File: src/rtl/core/ptc_pkg.sv
`timescale 1ns / 1ps
// Shared types and constants for the pressure and temperature compensation unit.
// No dependencies.
package ptc_pkg;

   localparam logic [15:0] AC1_RESET  = 16'd408;
   localparam logic [15:0] AC2_RESET  = 16'hFFB8;
   localparam logic [15:0] AC3_RESET  = 16'hC7D1;
   localparam logic [15:0] AC4_RESET  = 16'd32741;
   localparam logic [31:0] AC56_RESET = 32'd2146785905;
   localparam logic [15:0] B1_RESET   = 16'd6190;
   localparam logic [15:0] B2_RESET   = 16'd4;
   localparam logic [31:0] MCMD_RESET = 32'd3724086068;

   localparam logic [2:0] REG_AC1  = 3'd0;
   localparam logic [2:0] REG_AC2  = 3'd1;
   localparam logic [2:0] REG_AC3  = 3'd2;
   localparam logic [2:0] REG_AC4  = 3'd3;
   localparam logic [2:0] REG_AC56 = 3'd4;
   localparam logic [2:0] REG_B1   = 3'd5;
   localparam logic [2:0] REG_B2   = 3'd6;
   localparam logic [2:0] REG_MCMD = 3'd7;

   localparam logic OP_TEMP     = 1'b0;
   localparam logic OP_PRESSURE = 1'b1;

   typedef struct packed {
      logic        start;
      logic        is_div;
      logic [31:0] a;
      logic [31:0] b;
   } alu_ctl_type;

   typedef struct packed {
      logic        done;
      logic [31:0] result;
   } alu_sts_type;

   // Signed division by 2**k, truncating toward zero.
   function automatic logic [31:0] sdiv_pow2(input logic [31:0] a, input logic [4:0] k);
      logic [31:0] bias;
      bias = a[31] ? ((32'd1 << k) - 32'd1) : 32'd0;
      return 32'($signed(a + bias) >>> k);
   endfunction

   function automatic logic [31:0] sext16(input logic [15:0] v);
      return {{16{v[15]}}, v};
   endfunction

endpackage

File: src/rtl/core/ptc_alu.sv
`timescale 1ns / 1ps
// Bit-serial unit: 32-bit wrapping multiply or unsigned 32-bit divide, one bit per cycle.
// Depends on ptc_pkg.
module ptc_alu (
   input  logic                 clock,
   input  logic                 reset,
   input  ptc_pkg::alu_ctl_type ctl,
   output ptc_pkg::alu_sts_type sts
);
   import ptc_pkg::*;

   logic        busy_ff, busy_in;
   logic        done_ff, done_in;
   logic        is_div_ff, is_div_in;
   logic [4:0]  cnt_ff, cnt_in;
   logic [31:0] a_ff, a_in;
   logic [31:0] b_ff, b_in;
   logic [31:0] acc_ff, acc_in;
   logic [32:0] shifted;
   logic [32:0] diff;

   always_comb begin
      busy_in   = busy_ff;
      done_in   = 1'b0;
      is_div_in = is_div_ff;
      cnt_in    = cnt_ff;
      a_in      = a_ff;
      b_in      = b_ff;
      acc_in    = acc_ff;
      shifted   = {acc_ff, b_ff[31]};
      diff      = shifted - {1'b0, a_ff};
      if (ctl.start) begin
         busy_in   = 1'b1;
         is_div_in = ctl.is_div;
         cnt_in    = 5'd0;
         a_in      = ctl.a;
         b_in      = ctl.b;
         acc_in    = 32'd0;
      end else if (busy_ff) begin
         if (is_div_ff) begin
            if (!diff[32]) begin
               acc_in = diff[31:0];
               b_in   = {b_ff[30:0], 1'b1};
            end else begin
               acc_in = shifted[31:0];
               b_in   = {b_ff[30:0], 1'b0};
            end
         end else begin
            if (b_ff[0]) begin
               acc_in = acc_ff + a_ff;
            end
            a_in = {a_ff[30:0], 1'b0};
            b_in = {1'b0, b_ff[31:1]};
         end
         cnt_in = cnt_ff + 5'd1;
         if (cnt_ff == 5'd31) begin
            busy_in = 1'b0;
            done_in = 1'b1;
         end
      end
   end

   always_ff @(posedge clock) begin
      if (reset) begin
         busy_ff <= 1'b0;
         done_ff <= 1'b0;
      end else begin
         busy_ff <= busy_in;
         done_ff <= done_in;
      end
      is_div_ff <= is_div_in;
      cnt_ff    <= cnt_in;
      a_ff      <= a_in;
      b_ff      <= b_in;
      acc_ff    <= acc_in;
   end

   assign sts.done   = done_ff;
   assign sts.result = is_div_ff ? b_ff : acc_ff;

endmodule

File: src/rtl/core/pressure_temperature_compensation_unit.sv
`timescale 1ns / 1ps
// Top level of the barometer compensation unit: registers, sequencer and result stage.
// Depends on ptc_pkg and ptc_alu.
//
//   Group   Direction  Contents
//   req_    in         tuser: operation; tdata: raw_reading
//   rsp_    out        tuser: kind, divide_error; tdata: value
//   csr_    in         write enable, register index, write data
//
// Each operation runs on the shared bit-serial multiply and divide unit, and the result is then
// handed to the output register; the input is ready again only once a temperature or pressure
// beat has been handed off. A zero divisor ends the beat early. Reset is synchronous and
// restores the coefficient reset values and clears B5. A finished result waits in the output
// register while the next beat is taken; a second one stalls the input until the first has
// been taken.
module pressure_temperature_compensation_unit (
   input  logic        clock,
   input  logic        reset,
   input  logic        req_tvalid,
   output logic        req_tready,
   input  logic        req_tuser,   // bit 0: operation
   input  logic [15:0] req_tdata,   // bits 15:0: raw_reading
   output logic        rsp_tvalid,
   input  logic        rsp_tready,
   output logic [1:0]  rsp_tuser,   // bit 0: kind, bit 1: divide_error
   output logic [31:0] rsp_tdata,   // bits 31:0: value
   input  logic        csr_we,
   input  logic [2:0]  csr_index,
   input  logic [31:0] csr_wdata
);
   import ptc_pkg::*;

   localparam logic [1:0] S_IDLE = 2'd0;
   localparam logic [1:0] S_RUN  = 2'd1;
   localparam logic [1:0] S_WAIT = 2'd2;
   localparam logic [1:0] S_OUT  = 2'd3;

   localparam logic [3:0] ST_T1  = 4'd0;
   localparam logic [3:0] ST_T2  = 4'd1;
   localparam logic [3:0] ST_P1  = 4'd2;
   localparam logic [3:0] ST_P2  = 4'd3;
   localparam logic [3:0] ST_P3  = 4'd4;
   localparam logic [3:0] ST_P4  = 4'd5;
   localparam logic [3:0] ST_P5  = 4'd6;
   localparam logic [3:0] ST_P6  = 4'd7;
   localparam logic [3:0] ST_P7  = 4'd8;
   localparam logic [3:0] ST_P8  = 4'd9;
   localparam logic [3:0] ST_P9  = 4'd10;
   localparam logic [3:0] ST_P10 = 4'd11;
   localparam logic [3:0] ST_P11 = 4'd12;

   logic [15:0] ac1_ff, ac2_ff, ac3_ff, ac4_ff, b1_ff, b2_ff;
   logic [31:0] ac56_ff, mcmd_ff;
   logic [31:0] b5_ff, b5_in;

   logic [1:0]  state_ff, state_in;
   logic [3:0]  step_ff, step_in;
   logic        op_ff, op_in;
   logic [15:0] raw_ff, raw_in;
   logic        nq_ff, nq_in;
   logic [31:0] x1_ff, x1_in, x2_ff, x2_in, sq_ff, sq_in, b6_ff, b6_in;
   logic [31:0] b3_ff, b3_in, b4_ff, b4_in, b7_ff, b7_in, p_ff, p_in, den_ff, den_in;
   logic [31:0] res_val_ff, res_val_in;
   logic        res_err_ff, res_err_in;

   logic        rsp_valid_ff, rsp_valid_in;
   logic        rsp_kind_ff, rsp_kind_in, rsp_err_ff, rsp_err_in;
   logic [31:0] rsp_val_ff, rsp_val_in;

   alu_ctl_type ctl;
   alu_sts_type sts;

   logic [31:0] r, t0, t1, t2, mc_sh;

   ptc_alu u_alu (
      .clock (clock),
      .reset (reset),
      .ctl   (ctl),
      .sts   (sts)
   );

   always_ff @(posedge clock) begin
      if (reset) begin
         ac1_ff  <= AC1_RESET;
         ac2_ff  <= AC2_RESET;
         ac3_ff  <= AC3_RESET;
         ac4_ff  <= AC4_RESET;
         ac56_ff <= AC56_RESET;
         b1_ff   <= B1_RESET;
         b2_ff   <= B2_RESET;
         mcmd_ff <= MCMD_RESET;
      end else if (csr_we) begin
         unique case (csr_index)
            REG_AC1:  ac1_ff  <= csr_wdata[15:0];
            REG_AC2:  ac2_ff  <= csr_wdata[15:0];
            REG_AC3:  ac3_ff  <= csr_wdata[15:0];
            REG_AC4:  ac4_ff  <= csr_wdata[15:0];
            REG_AC56: ac56_ff <= csr_wdata;
            REG_B1:   b1_ff   <= csr_wdata[15:0];
            REG_B2:   b2_ff   <= csr_wdata[15:0];
            REG_MCMD: mcmd_ff <= csr_wdata;
            default:  ;
         endcase
      end
   end

   assign mc_sh = {{5{mcmd_ff[31]}}, mcmd_ff[31:16], 11'd0};

   always_comb begin
      ctl.start  = 1'b0;
      ctl.is_div = 1'b0;
      ctl.a      = 32'd0;
      ctl.b      = 32'd0;
      unique case (step_ff)
         ST_T1: begin
            ctl.a = {16'd0, raw_ff} - {16'd0, ac56_ff[15:0]};
            ctl.b = {16'd0, ac56_ff[31:16]};
         end
         ST_T2: begin
            ctl.is_div = 1'b1;
            ctl.a      = den_ff[31] ? (32'd0 - den_ff) : den_ff;
            ctl.b      = mc_sh[31] ? (32'd0 - mc_sh) : mc_sh;
         end
         ST_P1: begin
            ctl.a = b6_ff;
            ctl.b = b6_ff;
         end
         ST_P2: begin
            ctl.a = sext16(b2_ff);
            ctl.b = sq_ff;
         end
         ST_P3: begin
            ctl.a = sext16(ac2_ff);
            ctl.b = b6_ff;
         end
         ST_P4: begin
            ctl.a = sext16(ac3_ff);
            ctl.b = b6_ff;
         end
         ST_P5: begin
            ctl.a = sext16(b1_ff);
            ctl.b = sq_ff;
         end
         ST_P6: begin
            ctl.a = {16'd0, ac4_ff};
            ctl.b = x2_ff + 32'd32768;
         end
         ST_P7: begin
            ctl.a = {16'd0, raw_ff} - b3_ff;
            ctl.b = 32'd50000;
         end
         ST_P8: begin
            ctl.is_div = 1'b1;
            ctl.a      = b4_ff;
            ctl.b      = b7_ff[31] ? b7_ff : {b7_ff[30:0], 1'b0};
         end
         ST_P9: begin
            ctl.a = sdiv_pow2(p_ff, 5'd8);
            ctl.b = sdiv_pow2(p_ff, 5'd8);
         end
         ST_P10: begin
            ctl.a = x1_ff;
            ctl.b = 32'd3038;
         end
         ST_P11: begin
            ctl.a = 32'hFFFFE343;
            ctl.b = p_ff;
         end
         default: ;
      endcase
      // The unit takes the divisor in a and the dividend in b.
      ctl.start = (state_ff == S_RUN);
   end

   always_comb begin
      state_in     = state_ff;
      step_in      = step_ff;
      op_in        = op_ff;
      raw_in       = raw_ff;
      nq_in        = nq_ff;
      x1_in        = x1_ff;
      x2_in        = x2_ff;
      sq_in        = sq_ff;
      b6_in        = b6_ff;
      b3_in        = b3_ff;
      b4_in        = b4_ff;
      b7_in        = b7_ff;
      p_in         = p_ff;
      den_in       = den_ff;
      b5_in        = b5_ff;
      res_val_in   = res_val_ff;
      res_err_in   = res_err_ff;
      rsp_valid_in = rsp_valid_ff && !rsp_tready;
      rsp_kind_in  = rsp_kind_ff;
      rsp_err_in   = rsp_err_ff;
      rsp_val_in   = rsp_val_ff;
      r            = sts.result;
      t0           = 32'd0;
      t1           = 32'd0;
      t2           = 32'd0;

      unique case (state_ff)
         S_IDLE: begin
            if (req_tvalid) begin
               op_in      = req_tuser;
               raw_in     = req_tdata;
               b6_in      = b5_ff - 32'd4000;
               step_in    = (req_tuser == OP_PRESSURE) ? ST_P1 : ST_T1;
               res_val_in = 32'd0;
               res_err_in = 1'b0;
               state_in   = S_RUN;
            end
         end
         S_RUN: begin
            if (step_ff == ST_T2) begin
               nq_in = den_ff[31] ^ mc_sh[31];
            end
            state_in = S_WAIT;
         end
         S_WAIT: begin
            if (sts.done) begin
               state_in = S_RUN;
               step_in  = step_ff + 4'd1;
               unique case (step_ff)
                  ST_T1: begin
                     t0     = sdiv_pow2(r, 5'd15);
                     x1_in  = t0;
                     den_in = t0 + sext16(mcmd_ff[15:0]);
                     if (den_in == 32'd0) begin
                        res_err_in = 1'b1;
                        state_in   = S_OUT;
                     end
                  end
                  ST_T2: begin
                     t0         = nq_ff ? (32'd0 - r) : r;
                     t1         = x1_ff + t0;
                     b5_in      = t1;
                     res_val_in = sdiv_pow2(t1 + 32'd8, 5'd4);
                     state_in   = S_OUT;
                  end
                  ST_P1: sq_in = sdiv_pow2(r, 5'd12);
                  ST_P2: x1_in = sdiv_pow2(r, 5'd11);
                  ST_P3: begin
                     t0    = sdiv_pow2(r, 5'd11);
                     t1    = {{14{ac1_ff[15]}}, ac1_ff, 2'b00};
                     b3_in = sdiv_pow2(t1 + x1_ff + t0 + 32'd2, 5'd2);
                  end
                  ST_P4: x1_in = sdiv_pow2(r, 5'd13);
                  ST_P5: begin
                     t0    = sdiv_pow2(r, 5'd16);
                     x2_in = sdiv_pow2(x1_ff + t0 + 32'd2, 5'd2);
                  end
                  ST_P6: b4_in = {15'd0, r[31:15]};
                  ST_P7: begin
                     b7_in = r;
                     if (b4_ff == 32'd0) begin
                        res_err_in = 1'b1;
                        state_in   = S_OUT;
                     end
                  end
                  ST_P8:  p_in  = b7_ff[31] ? {r[30:0], 1'b0} : r;
                  ST_P9:  x1_in = r;
                  ST_P10: x1_in = sdiv_pow2(r, 5'd16);
                  ST_P11: begin
                     t0         = sdiv_pow2(r, 5'd16);
                     t2         = sdiv_pow2(x1_ff + t0 + 32'd3791, 5'd4);
                     res_val_in = p_ff + t2;
                     state_in   = S_OUT;
                  end
                  default: state_in = S_OUT;
               endcase
            end
         end
         S_OUT: begin
            if (!rsp_valid_ff || rsp_tready) begin
               rsp_valid_in = 1'b1;
               rsp_kind_in  = op_ff;
               rsp_err_in   = res_err_ff;
               rsp_val_in   = res_val_ff;
               state_in     = S_IDLE;
            end
         end
         default: state_in = S_IDLE;
      endcase
   end

   always_ff @(posedge clock) begin
      if (reset) begin
         state_ff     <= S_IDLE;
         rsp_valid_ff <= 1'b0;
         b5_ff        <= 32'd0;
      end else begin
         state_ff     <= state_in;
         rsp_valid_ff <= rsp_valid_in;
         b5_ff        <= b5_in;
      end
      step_ff    <= step_in;
      op_ff      <= op_in;
      raw_ff     <= raw_in;
      nq_ff      <= nq_in;
      x1_ff      <= x1_in;
      x2_ff      <= x2_in;
      sq_ff      <= sq_in;
      b6_ff      <= b6_in;
      b3_ff      <= b3_in;
      b4_ff      <= b4_in;
      b7_ff      <= b7_in;
      p_ff       <= p_in;
      den_ff     <= den_in;
      res_val_ff <= res_val_in;
      res_err_ff <= res_err_in;
      rsp_kind_ff <= rsp_kind_in;
      rsp_err_ff  <= rsp_err_in;
      rsp_val_ff  <= rsp_val_in;
   end

   assign req_tready = (state_ff == S_IDLE);
   assign rsp_tvalid = rsp_valid_ff;
   assign rsp_tuser  = {rsp_err_ff, rsp_kind_ff};
   assign rsp_tdata  = rsp_val_ff;

endmodule

File: config.mk
export PLATFORM = sky130hd
export DESIGN_NAME = pressure_temperature_compensation_unit
export DESIGN_NICKNAME = d
export VERILOG_FILES = /design/src/rtl/core/ptc_pkg.sv /design/src/rtl/core/ptc_alu.sv /design/src/rtl/core/pressure_temperature_compensation_unit.sv
export SDC_FILE = /design/constraint.sdc
export NUM_CORES = 2
export LEC_CHECK = 0
export ABC_AREA = 0
export BUFFER_PORTS_ARGS = -buffer_cell sky130_fd_sc_hd__buf_2
export CORE_MARGIN = 1.5
export CORE_UTILIZATION = 35
export CTS_CLUSTER_DIAMETER = 120
export DETAILED_ROUTE_END_ITERATION = 7
export GPL_ROUTABILITY_DRIVEN = 1
export PLACE_DENSITY = 0.56
export SETUP_SLACK_MARGIN = 0.15
export SYNTH_ARGS = -nofsm -noshare
export SYNTH_HDL_FRONTEND = slang
export SYNTH_SLANG_ARGS = --single-unit
File: constraint.sdc
create_clock -name clock -period 13.7 [get_ports clock]
set_input_delay 1.37 -clock clock [delete_from_list [all_inputs] [get_ports clock]]
set_output_delay 1.37 -clock clock [all_outputs]
set_load 0.05 [all_outputs]
* After elaboration in Yosys (flattened, before gate mapping) *
Cells that the tools add are included.

storage, ports and cells
  flip-flop bits (word level) = 645
  output and inout port bits = 36
  word-level logic and storage cells = 199

operators by class
  add/subtract/negate cells = 31
  equality and inequality tests = 31
  mux-type cells = 56
  bitwise gates (word level) = 2
  reductions and logical operators = 42

operator list
  cell                                                 count
  one-hot mux 64 bit (13 select lines)                 1
  2-to-1 mux 32 bit                                    17
  adder 32 bit                                         6
  one-hot mux 32 bit (5 select lines)                  1
  one-hot mux 32 bit (2 select lines)                  2
  adder 32 x 2 -> 32 bit                               2
  adder 32 x 2 -> 32 bit, second input constant        2
  adder 32 x 4 -> 32 bit                               2
  logical NOT 32 bit                                   2
  subtractor 1 x 32 -> 32 bit, first input constant    2
  AND reduction 3 bit                                  11
  subtractor 33 x 32 -> 33 bit                         1
  adder 32 x 11 -> 32 bit                              1
  adder 32 x 12 -> 32 bit                              1
  adder 32 x 12 -> 32 bit, second input constant       1
  adder 32 x 13 -> 32 bit                              1
  adder 32 x 15 -> 32 bit                              1
  adder 32 x 16 -> 32 bit                              1
  adder 32 x 4 -> 32 bit, second input constant        1
  adder 32 x 8 -> 32 bit                               1
  subtractor 32 x 12 -> 32 bit, second input constant  1
  adder 30 x 17 -> 31 bit, second input constant       1
  subtractor 17 x 30 -> 31 bit                         1
  subtractor 1 x 27 -> 28 bit, first input constant    1
  47 further kinds                                     101

* Depth between registers and ports, before layout *
  depth after elaboration = 11
  depth in mapped cells = 50
  depth with buffers taken out = 44

* Modules after synthesis *
Synthesis repeated with hierarchy kept, for this count alone.

second synthesis, totals
  cell total of the unflattened synthesis = 5,783
  area total of the unflattened synthesis = 49,720.2 um^2

modules (own cells, without submodules)
  module                                  times used  cells each  area each (um^2)  seq. area each (um^2)
  pressure_temperature_compensation_unit  1           4,753       41,023.1          13,873.3
  ptc_alu                                 1           1,030       8,697.1           2,732.6

* Least setup slack after synthesis *
No wires, ideal clock.

  kind = register -> register
  start = reg u_alu.is_div_ff
  end = reg res_val_ff[31], data pin
  setup time = 0.273 ns
  data arrival time = 11.175 ns
  path slack = 2.252 ns
  cell stages (with the launch flop) = 44
  path buffers = 5
  period minus slack after synthesis = 11.448 ns
  cells stage by stage = edfxtp_1 buf_2 buf_2 buf_1 mux2i_1 clkinv_1 ha_1 a21oi_1 o21ai_0 a211oi_1 o21ai_0 nand4_1 a211oi_2 xnor2_1 ha_1 buf_2 a21oi_2 a21oi_1 (+8 left out) xor2_1 or4_1 nor3_1 nor2_1 ha_1 o21a_1 o21a_1 nand4_1 or4b_2 o221ai_1 o41ai_1 nor2_1 o31a_1 a41o_1 o41ai_1 o21ai_0 or4b_1 nand4_1

RTL lines
  element                 line                                           RTL
  start, declared         ptc_alu.sv:14                                  logic is_div_ff, is_div_in;
  start signal, assigned  ptc_alu.sv:71                                  is_div_ff <= is_div_in;
  end signal, assigned    pressure_temperature_compensation_unit.sv:310  res_val_ff <= res_val_in;
  end, declared           pressure_temperature_compensation_unit.sv:63   logic [31:0] res_val_ff, res_val_in;

==> impl_metrics.py <==
metrics = {
    "worst_setup_path": {
        "cp_slowest_cell": "or4_1",
        "worstSetupPathType": "reg -> reg",
        "cp-end-kind": "flip-flop",
        "required_ns": 14.09,
        "worst-r2r-setup-slack_ns": 1.31,
        "crit_arrival_ns": 12.78,
        "crit_fanout": 17,
        "r2r-start": "u_alu.b_ff[31]",
        "r2r_cells": 39,
        "reg2reg_to": "res_val_ff[31]",
        "cp-start-kind": "flip-flop",
        "slowest_delay_ns": 0.66,
    },
    "power": {
        "clkPwrFrac_pct": 24.3,
        "irDropWorstVdd_uv": 115,
        "power_frac_seq_pct": 25.9,
        "pwr-share-comb_pct": 49.8,
        "p_sw_share_pct": 43.9,
        "netSwitchingPower_uw": 3960,
        "pwr_density_cell_mw_per_mm2": 166,
        "intPower_uw": 5060,
        "leakage_uw": 0.0208,
    },
    "yosys": {
        "synth_area_mm2": 0.0487,
        "ys.flop_type": "edfxtp_1",
        "yosys_warnings": 0,
        "syn_area_per_cell_um2": 8.61,
        "synth_nets": 6042,
        "synth_seq_area_share_pct": 34.1,
        "ys_types": 120,
        "async_reset_ff_share_pct": 0,
        "syn_inst": 5665,
        "synth_seq_cells": 631,
        "synth-edff-count": 397,
    },
    "global_routing": {
        "grt_overflow_total": 0,
        "grt_pass1_vias": 42488,
        "grt.busiest_layer": "met2",
        "grt_use_met2_pct": 45.4,
        "globalRouteMet3Util_pct": 6.93,
        "grt_start_max_net_pins": 113,
        "antenna_found_initial": 27,
        "grt_first_pass_wirelength_mm": 314,
        "grt_usage_pct": 30.7,
        "gr-usage-met1_pct": 41.5,
    },
    "clock_tree": {
        "cts-buffers-inserted": 78,
        "cts_tree": "built",
        "cts_root_buffer": "clkbuf_16",
        "cts_max_level": 3,
        "hold_buffers": 0,
        "postCtsSetupRepairBufs": 0,
        "cts_sinks": 631,
        "cts_buffer_depth": 3,
        "clkLatencyLatePin_ns": 0.72,
        "clkTransAtPathRegs_ns": 0.06,
    },
    "timing": {
        "period_needed_ns": 12.39,
        "final_hold_viol_count": 0,
        "rsz0062_at_grt": "false",
        "fmax_mhz": 80.7,
        "hold_slack_ns": 0.416,
        "clock_skew_ns": 0.0666,
        "fin_crit_sh_pct": 90.4,
        "slew_headroom_pct": 2.63,
        "setup_viol_count_final": 0,
        "fin_setup_tns_ns": 0,
        "slew_viol_final": 0,
        "worst_slew_pin_slew_ns": 1.46,
    },
    "flow_run": {
        "maxCapViolations": 1,
    },
    "hold_path": {
        "min_path_type": "reg -> reg",
        "whs_endpoint": "rsp_tdata[13]",
        "whs_path_depth": 0,
        "holdCritStartpoint": "res_val_ff[13]",
    },
    "detailed_routing": {
        "avgRoutedWirePerCell_um": 29.6,
        "vias": 46297,
        "vias_per_cell": 6.11,
        "drt_pass1_iterations": 8,
        "drc_errors": 6,
        "first_iter_violations": 6105,
        "wirelength_mm": 224,
        "antenna_left": 0,
    },
    "final_layout": {
        "layout_common_cells": "nand2_1 (720), a21oi_1 (458), nor2_1 (404)",
        "fin_area_mm2": 0.0543,
        "drive_gt1_share_pct": 8.85,
        "n_fill_cell": 14011,
        "final_common_cell": "nand2_1",
        "nNetsFinal": 6086,
        "fin_cells": 7575,
        "syn2layout_area_growth_pct": 11.3,
    },
    "floorplanning": {
        "die_x_um": 376,
        "core-area_mm2": 0.138,
        "initial_core_util_pct": 35.4,
        "die_area_mm2": 0.142,
        "rows": 136,
        "ioPinCount": 93,
        "dieHeight_um": 376,
    },
    "placement": {
        "hpwl_mm": 175,
        "dpl_cell_area_mm2": 0.0516,
        "placed_cells": 7423,
        "io_buffers": 92,
        "gp_congestion": 1.04,
    },
    "run_status": {
        "violations": "design-rule violations, max-capacitance violations",
        "status": "finished with violations",
    },
}
==> power groups by stage <==
| stage | clock [uW] | sequential, uW | combinational [uW] |
|---|---|---|---|
| 2_1_floorplan | 0 | 2310 | 3060 |
| 3_3_place_gp | 0 | 2370 | 4340 |
| 3_5_place_dp | 0 | 2370 | 4350 |
| 4_1_cts | 2220 | 2330 | 4370 |
| 5_1_grt | 2290 | 2340 | 4820 |
| 6_report | 2200 | 2340 | 4490 |
==> worst max-delay path by stage <==
stage	startpoint	to	slack, ns	depth (start not counted)
6_report	u_alu.b_ff[31]	res_val_ff[31]	1.31	39
5_1_grt	u_alu.b_ff[31]	res_val_ff[31]	0.35	40
4_1_cts	u_alu.b_ff[31]	res_val_ff[30]	0.95	41
3_5_place_dp	u_alu.is_div_ff	res_val_ff[30]	1.12	42
3_3_place_gp	u_alu.b_ff[31]	res_val_ff[30]	1.23	41
2_1_floorplan	u_alu.is_div_ff	res_val_ff[31]	2.25	43
==> cells in the mapped netlist (20+ instances only) <==
| master | count | share of area, % |
|---|---|---|
| nor2b_1 | 49 | 0.63 |
| inv_1 | 287 | 2.2 |
| o21ai_0 | 264 | 2.7 |
| o31ai_1 | 29 | 0.45 |
| a221oi_1 | 47 | 0.84 |
| mux2i_1 | 83 | 1.7 |
| a21boi_0 | 24 | 0.37 |
| a211o_1 | 28 | 0.50 |
| a22oi_1 | 30 | 0.46 |
| and3_1 | 61 | 0.78 |
| fa_1 | 38 | 1.6 |
| o21a_1 | 52 | 0.80 |
| o21bai_1 | 36 | 0.55 |
| nand4_1 | 53 | 0.68 |
| and2_1 | 33 | 0.42 |
| o22ai_1 | 45 | 0.58 |
| mux2_2 | 42 | 0.97 |
| dfxtp_1 | 234 | 9.6 |
| a222oi_1 | 43 | 0.88 |
| a2111oi_0 | 23 | 0.41 |
| o211ai_1 | 28 | 0.43 |
| a31oi_1 | 41 | 0.53 |
| a21o_1 | 111 | 1.7 |
| nand3_1 | 135 | 1.4 |
| a21oi_1 | 460 | 4.7 |
| xnor2_1 | 368 | 6.6 |
| a211oi_1 | 72 | 1.1 |
| nor2_1 | 411 | 3.2 |
| nand3b_1 | 82 | 1.3 |
| xor2_1 | 171 | 3.1 |
| or3_1 | 36 | 0.46 |
| buf_1 | 20 | 0.15 |
| nor4_1 | 37 | 0.47 |
| clkbuf_1 | 206 | 1.6 |
| nor3_1 | 141 | 1.4 |
| or2_2 | 23 | 0.30 |
| nand2_1 | 721 | 5.6 |
| nand2b_1 | 58 | 0.74 |
| ha_1 | 282 | 7.2 |
| edfxtp_1 | 397 | 24 |
==> state kept, by name, summed over array words and instances, names as in the netlist, 17 cells and up <==
name,count
b3_ff,30
res_val_ff,32
den_ff,18
x2_ff,30
b7_ff,32
x1_ff,32
b5_ff,32
u_alu.a_ff,32
p_ff,32
b6_ff,32
mcmd_ff,32
sq_ff,20
u_alu.acc_ff,32
ac56_ff,32
rsp_tdata,32
u_alu.b_ff,32
b4_ff,17
==> per-layer routing <==
layer,vias to the layer above,routed length (um)
li1,20761,-
met1,22527,93600
met2,2465,93800
met3,526,23000
met4,18,13600
met5,-,121
==> what timing repair did <==
item	in CTS	in global routing
setup endpoints to repair	0	2
endpoints found under the hold margin	0	0
resized for setup	0	3
==> cell families (layout without fill, tap and decap cells) <==
group / after synthesis / count (layout) / synth area share, %
xor gates and xnor gates: 540 / 540 / 9.72
other: 0 / 8 / 0
AOI/OAI and AO/OA: 1529 / 1529 / 20.9
muxes: 127 / 127 / 2.73
DFF: 631 / 631 / 34.1
adders and majority gates: 320 / 320 / 8.80
buffers and inverters: 571 / 679 / 4.59
and+or+nand+nor: 1947 / 1947 / 19.2
==> per-stage QoR <==
step	power (uW)	setup WS (ns)	utilization, %
2_1_floorplan	5360	2.25	-
3_3_place_gp	6710	1.23	37.4
3_5_place_dp	6720	1.12	37.4
4_1_cts	8920	0.950	39.3
5_1_grt	9450	0.352	39.4
6_report	9020	1.31	39.4
==> area by class of cell <==
| class | instances | area (um^2) | share of cell area (%) |
|---|---|---|---|
| multi-input combinational | 4463 | 30100 | 55.4 |
| clock inverter | 43 | 513 | 0.945 |
| timing repair buffer | 232 | 1530 | 2.82 |
| tap | 1794 | 2240 | 4.14 |
| antenna | 8 | 20.0 | 0.0369 |
| clock buffer | 101 | 2160 | 3.98 |
| sequential | 631 | 16600 | 30.6 |
| inverter | 303 | 1140 | 2.10 |
==> worst max-delay path, delay by kind of cell (launching register included) <==
family	cells	cell delay [ns]
compound gates	15	4.51
xor+xnor	2	0.65
fa+ha+maj	3	1.29
buf+inv	2	0.65
flops	1	0.52
mux	1	0.30
simple gates	16	4.12
(Power assumes the default switching activity.)
